## src/hw/rtl/mhfe_pkg.sv

```systemverilog
// Package of the mesh hat function evaluator: widths, register codes, stage types.
// Depends on nothing; imported by every module of the block.
package mhfe_pkg;

    localparam int COORD_W   = 24;
    localparam int IDX_W     = 16;
    localparam int SEG_W     = 8;
    localparam int SIDE_W    = SEG_W + 1;
    localparam int RC_W      = SEG_W;
    localparam int VAL_W     = 17;
    localparam int FRAC_W    = 16;
    localparam int DIFF_W    = COORD_W + 1;
    localparam int SCALE_W   = SIDE_W + DIFF_W;
    localparam int OFF_W     = SCALE_W + 2;
    localparam int MUL_W     = OFF_W + DIFF_W;
    localparam int KMUL_W    = 2 * DIFF_W;
    localparam int CROSS_W   = 64;
    localparam int DEN_W     = KMUL_W;
    localparam int REM_W     = DEN_W + 1;
    localparam int NUM_TRI   = 6;
    localparam int DIV_STEPS = 4;
    localparam int DIV_UNITS = FRAC_W / DIV_STEPS;
    localparam int APB_ADDR_W = 5;
    localparam int APB_DATA_W = 32;
    localparam int REG_IDX_W  = 3;

    localparam logic [REG_IDX_W-1:0] REG_ORIGIN_X = 3'd0;
    localparam logic [REG_IDX_W-1:0] REG_ORIGIN_Y = 3'd1;
    localparam logic [REG_IDX_W-1:0] REG_ROW_X    = 3'd2;
    localparam logic [REG_IDX_W-1:0] REG_ROW_Y    = 3'd3;
    localparam logic [REG_IDX_W-1:0] REG_COL_X    = 3'd4;
    localparam logic [REG_IDX_W-1:0] REG_COL_Y    = 3'd5;
    localparam logic [REG_IDX_W-1:0] REG_SEGMENTS = 3'd6;

    localparam logic [VAL_W-1:0] ONE_Q16 = VAL_W'(1) << FRAC_W;

    typedef struct packed {
        logic signed [COORD_W-1:0] origin_x;
        logic signed [COORD_W-1:0] origin_y;
        logic signed [COORD_W-1:0] row_x;
        logic signed [COORD_W-1:0] row_y;
        logic signed [COORD_W-1:0] col_x;
        logic signed [COORD_W-1:0] col_y;
        logic [SEG_W-1:0]          segments;
    } t_cfg;

    typedef struct packed {
        logic                      vld;
        logic                      invalid;
        logic [NUM_TRI-1:0]        tri_mask;
        logic signed [CROSS_W-1:0] xr;
        logic signed [CROSS_W-1:0] xc;
        logic signed [CROSS_W-1:0] k;
    } t_geo;

    typedef struct packed {
        logic              vld;
        logic              invalid;
        logic              found;
        logic              sat;
        logic [DEN_W-1:0]  den;
        logic [REM_W-1:0]  rem;
        logic [FRAC_W-1:0] quo;
    } t_div;

endpackage

```

## src/hw/rtl/mhfe_div_step.sv

```systemverilog
// One stage of the restoring divider: it adds DIV_STEPS (four) quotient bits of the ratio.
// Depends on mhfe_pkg; chained by the top level after mhfe_select.
module mhfe_div_step (
    input  logic           i_clk,
    input  logic           i_rst_n,
    input  logic           i_en,
    input  mhfe_pkg::t_div i_div,
    output mhfe_pkg::t_div o_div
);
    import mhfe_pkg::*;

    t_div r_div;
    t_div n_div;

    always_comb begin
        logic [REM_W-1:0] v_rem;
        logic             v_bit;
        n_div = i_div;
        v_rem = i_div.rem;
        for (int b = 0; b < DIV_STEPS; b++) begin
            v_rem = v_rem << 1;
            v_bit = (v_rem >= REM_W'(i_div.den));
            if (v_bit) begin
                v_rem = v_rem - REM_W'(i_div.den);
            end
            n_div.quo = {n_div.quo[FRAC_W-2:0], v_bit};
        end
        n_div.rem = v_rem;
    end

    always_ff @(posedge i_clk) begin
        if (!i_rst_n) begin
            r_div.vld <= 1'b0;
        end else if (i_en) begin
            r_div <= n_div;
        end
    end

    assign o_div = r_div;

endmodule

```

## config.mk

```make
export PLATFORM = sky130hd
export DESIGN_NAME = mhfe_div_step
export DESIGN_NICKNAME = d
export VERILOG_FILES = /design/src/hw/rtl/mhfe_pkg.sv /design/src/hw/rtl/mhfe_div_step.sv
export SDC_FILE = /design/constraint.sdc
export NUM_CORES = 1
export LEC_CHECK = 0
export BUFFER_PORTS_ARGS = -buffer_cell sky130_fd_sc_hd__buf_4
export CAP_MARGIN = 20
export CORE_MARGIN = 2
export CORE_UTILIZATION = 40
export CTS_BUF_LIST = sky130_fd_sc_hd__clkbuf_2 sky130_fd_sc_hd__clkbuf_4 sky130_fd_sc_hd__clkbuf_8
export DETAILED_ROUTE_END_ITERATION = 10
export PLACE_DENSITY = 0.6
export SYNTH_ARGS = -nofsm -noshare
export SYNTH_HDL_FRONTEND = slang
export SYNTH_SLANG_ARGS = --single-unit
```

## constraint.sdc

```tcl
create_clock -name i_clk -period 13.5 [get_ports i_clk]
set_input_delay 1.35 -clock i_clk [delete_from_list [all_inputs] [get_ports i_clk]]
set_output_delay 1.35 -clock i_clk [all_outputs]
set_load 0.1 [all_outputs]
```

# --- After elaboration in Yosys (flattened, before gate mapping) ---
# Index checks and enable logic that the tools add are counted.
word_totals:
  regBits: 121
  out_inout_bits: 121
op_classes:
  addsub: 4
  magnitude_cmp: 4
  muxes: 4
  n_reduce_logical: 1
op_table:
  columns: ["op", "n"]
  rows:
  - ["51-bit by 50-bit greater-or-equal comparator with 1-bit output", 4]
  - ["50-bit two-way mux", 3]
  - ["50-bit subtractor", 3]
  - ["51-bit two-way mux", 1]
  - ["51-bit by 50-bit subtractor with 51-bit output", 1]
  - ["2-bit AND reduction", 1]

# --- Longest topological paths before layout ---
depth:
  word_depth: 8
  depth_mapped: 62

# --- Worst setup path before layout ---
# Ideal clock, no wire load.
synth_timing:
  path_type: "in2reg"
  from: "input port i_div[100] in the netlist's numbering"
  to: "register r_div, in the netlist o_div[50] (data pin)"
  setup_time_ns: 0.262
  arrival_ns: 12.599
  slack_ns: 0.639
  path_stages: 58
  n_path_buf: 10
  path_cell_list: "inv_1 ha_1 buf_2 nand4_1 or3_4 nor4_4 inv_2 a2111oi_4 o2111a_1 nor2_2 inv_1 clkbuf_1 clkbuf_1 mux2i_1 inv_1 ha_1 clkbuf_1 nand2_1 [... 22 more ...] buf_2 clkbuf_1 nor2_1 ha_1 nor2b_1 o21ai_0 a21boi_0 o21ai_0 a21oi_1 a21oi_1 nor2b_1 a21oi_1 o211ai_1 a31oi_1 nand2b_1 buf_2 buf_6 mux2_1"
synth_lines:
  columns: ["element", "line_no", "source"]
  rows:
  - ["from (decl)", "mhfe_div_step.sv:7", "input mhfe_pkg::t_div i_div,"]
  - ["to (signal assigned)", "mhfe_div_step.sv:35", "r_div <= n_div;"]
  - ["to (decl)", "mhfe_div_step.sv:12", "t_div r_div;"]

==> results_dict.tcl <==
set metrics [dict create \
    status "completed" \
    synthArstFlopShare 0 \
    overflow 0 \
    syn_area_um2 17600 \
    setup_slack_ns 0.620 \
    critPathMostFrequentCell "buf_4" \
    grt_max_degree 73 \
    clkTransAtPathRegs_ns 0.08 \
    met1Wirelength_um 32200 \
    fin_nets 3272 \
    core-area_um2 43300 \
    timing_worst_setup_path_type "in2reg" \
    yosysSeqAreaShare 0.206 \
    top_layer "met4" \
    die-height_um 214 \
    cts-root-buf "clkbuf_8" \
    io_pins 245 \
    syn-instance-count 2170 \
    grt_pass1_wl_um 103000 \
    r2r_start "o_div[120]" \
    avgSynthCellArea_um2 8.12 \
    io_buffers 239 \
    crit_path_max_incr_delay_ns 0.49 \
    antenna_found_initial 1 \
    grt_pass1_vias 18725 \
    track_usage 0.292 \
    worst_pin_slew_ns 0.935 \
    hold_violations 0 \
    ys_types 94 \
    vias 19684 \
    start_util 0.407 \
    finalMaxSlewViolations 0 \
    slew_headroom 0.376 \
    hpwl_um 58000 \
    min_period_ns 12.88 \
    finalSetupViolCount 0 \
    r2r_slack_ns 12.88 \
    drt_wl_total_um 67200 \
    ys_ff_latch 121 \
    dp_slack_ns -0.258 \
    dieWidth_um 214 \
    final_cells 3549 \
    placedCellCount 3516 \
    cp.arrival_ns 13.12 \
    routed-wl-met3_um 5140 \
    min_path_type "reg2reg" \
    fmax_mhz 77.6 \
    synth_edf_count 120 \
    post-route-period-util 0.954 \
    num_rows 76 \
    ctsLongestPathBuffers 2 \
    synth_most_common_cell "a21oi_1" \
    post_drt_wl_per_cell_um 18.9 \
    yosys.area.top_type "edfxtp_1" \
    startpoint "i_div[101]" \
    numCtsBuffers 17 \
    area_growth_pct 40.8 \
    slowest_stage "o21ai_0" \
    dr.first_iter.drc_count 1469 \
    viasPerCell 5.55 \
    utilization 0.573 \
    cts_sinks 121 \
    drive_gt1_frac 0.335 \
    synthTopCellsByCount "a21oi_1 (244), ha_1 (197), nand2_1 (170), nor2_1 (153), inv_1 (130)" \
    wl_met2_um 27900 \
    cts_hold_buf 0 \
    yosysTopAreaCellShare 0.205 \
    drc_errors 0 \
    synthTopCellsByArea "edfxtp_1 (20%), ha_1 (14%), a21oi_1 (6.9%)" \
    clk-insertion-delay-late_ns 0.50 \
    nFillCells 4067 \
    antenna_left 0 \
    place.gp.congestion 1.02 \
    dieArea_um2 45700 \
    cts_tree "built" \
    ys.flop_type "edfxtp_1" \
    holdPathStages 2 \
    min_from "o_div[120]" \
    cts_max_level 4 \
    r2r_cells 2 \
    required_ns 13.74 \
    cp-start-kind "input port" \
    worstPathMaxFanout 36 \
    critPathCaptureType "flop" \
    largest_reg_flops 121 \
    rsz0062_at_grt "false" \
    maxCapViolCount 0 \
    ys.warnings.count 0 \
    syn_nets 2492 \
    dr.pass1.iters 5 \
    finalClockSkew_ns 0 \
]
==> layer usage <==
metal | track usage | vias to the layer above
li1 | - | 9653
met1 | 0.429 | 9201
met2 | 0.440 | 745
met3 | 0.0413 | 85
met4 | 0.0886 | 0
met5 | 0 | -
==> worst paths after layout <==
check | to
worst max-delay path | o_div[20]
worst min-delay path | o_div[120]
worst max register to register | o_div[120]
worst min register to register | o_div[120]
==> logic make-up after synthesis <==
group                      share of synthesized area
buffers and inverters                         0.0501
DFF                                            0.206
muxes                                         0.0791
xor gates and xnor gates                      0.0895
and+or+nand+nor                                0.159
AOI/OAI and AO/OA                              0.276
adders and majority gates                      0.141
==> placed cells by master (no fill, tap or decap), drive strengths merged, types with 12 or more instances in the layout <==
cell type | Yosys | final
o21bai | 32 | 32
ha | 197 | 197
a21o | 128 | 128
buf | 24 | 844
a31oi | 21 | 21
nor2 | 154 | 154
mux2i | 35 | 35
o21a | 29 | 29
nand2b | 20 | 20
inv | 133 | 138
nor3 | 33 | 33
and3 | 25 | 25
edfxtp | 120 | 120
nor4 | 12 | 12
o31ai | 16 | 16
o21ai | 138 | 138
a211oi | 19 | 19
nand3 | 50 | 50
nor2b | 17 | 17
clkbuf | 59 | 18
o211ai | 12 | 12
nand2 | 171 | 171
and2 | 16 | 16
xnor2 | 120 | 120
nand4 | 50 | 50
mux2 | 89 | 89
xor2 | 60 | 60
a21oi | 245 | 245
==> critical path, delay by kind of cell <==
| kind | cells | cell delay, ns |
|---|---|---|
| AO/OA/AOI/OAI | 22 | 5.05 |
| adder cells (fa/ha/maj) | 4 | 1.42 |
| buffers and inverters | 13 | 2.18 |
| multiplexers | 4 | 1.13 |
| AND/OR/NAND/NOR | 11 | 1.90 |
==> per-stage QoR <==
| stage | hold WS (ns) | TNS [ns] | area, um2 |
|---|---|---|---|
| 2_1_floorplan | 0.981 | 0 | 17600 |
| 3_3_place_gp | 0.504 | -2.66 | 24400 |
| 3_5_place_dp | 0.549 | -10.10 | 24400 |
| 4_1_cts | 0.564 | 0 | 24700 |
| 5_1_grt | 0.600 | 0 | 24800 |
| 6_report | 0.557 | 0 | 24800 |
==> layout make-up <==
| cell class | instances | area (um2) | share of cell area |
|---|---|---|---|
| Sequential cell | 121 | 3620 | 0.146 |
| Clock inverter | 14 | 119 | 0.00479 |
| Timing Repair Buffer | 844 | 6400 | 0.258 |
| Multi-Input combinational cell | 1833 | 13200 | 0.532 |
| Antenna cell | 1 | 2.50 | 0.000101 |
| Tap cell | 585 | 732 | 0.0295 |
| Clock buffer | 18 | 241 | 0.00973 |
| Inverter | 133 | 499 | 0.0201 |
==> what timing repair did <==
item / in CTS / in global routing
buffers inserted: 0 / 0
setup endpoints to repair: 0 / 52
gates resized for setup: 0 / 21
hold endpoints to repair: 0 / 0
Power is not shown: default switching activity piles up to over one toggle a cycle in this logic, so the estimate is an artifact.
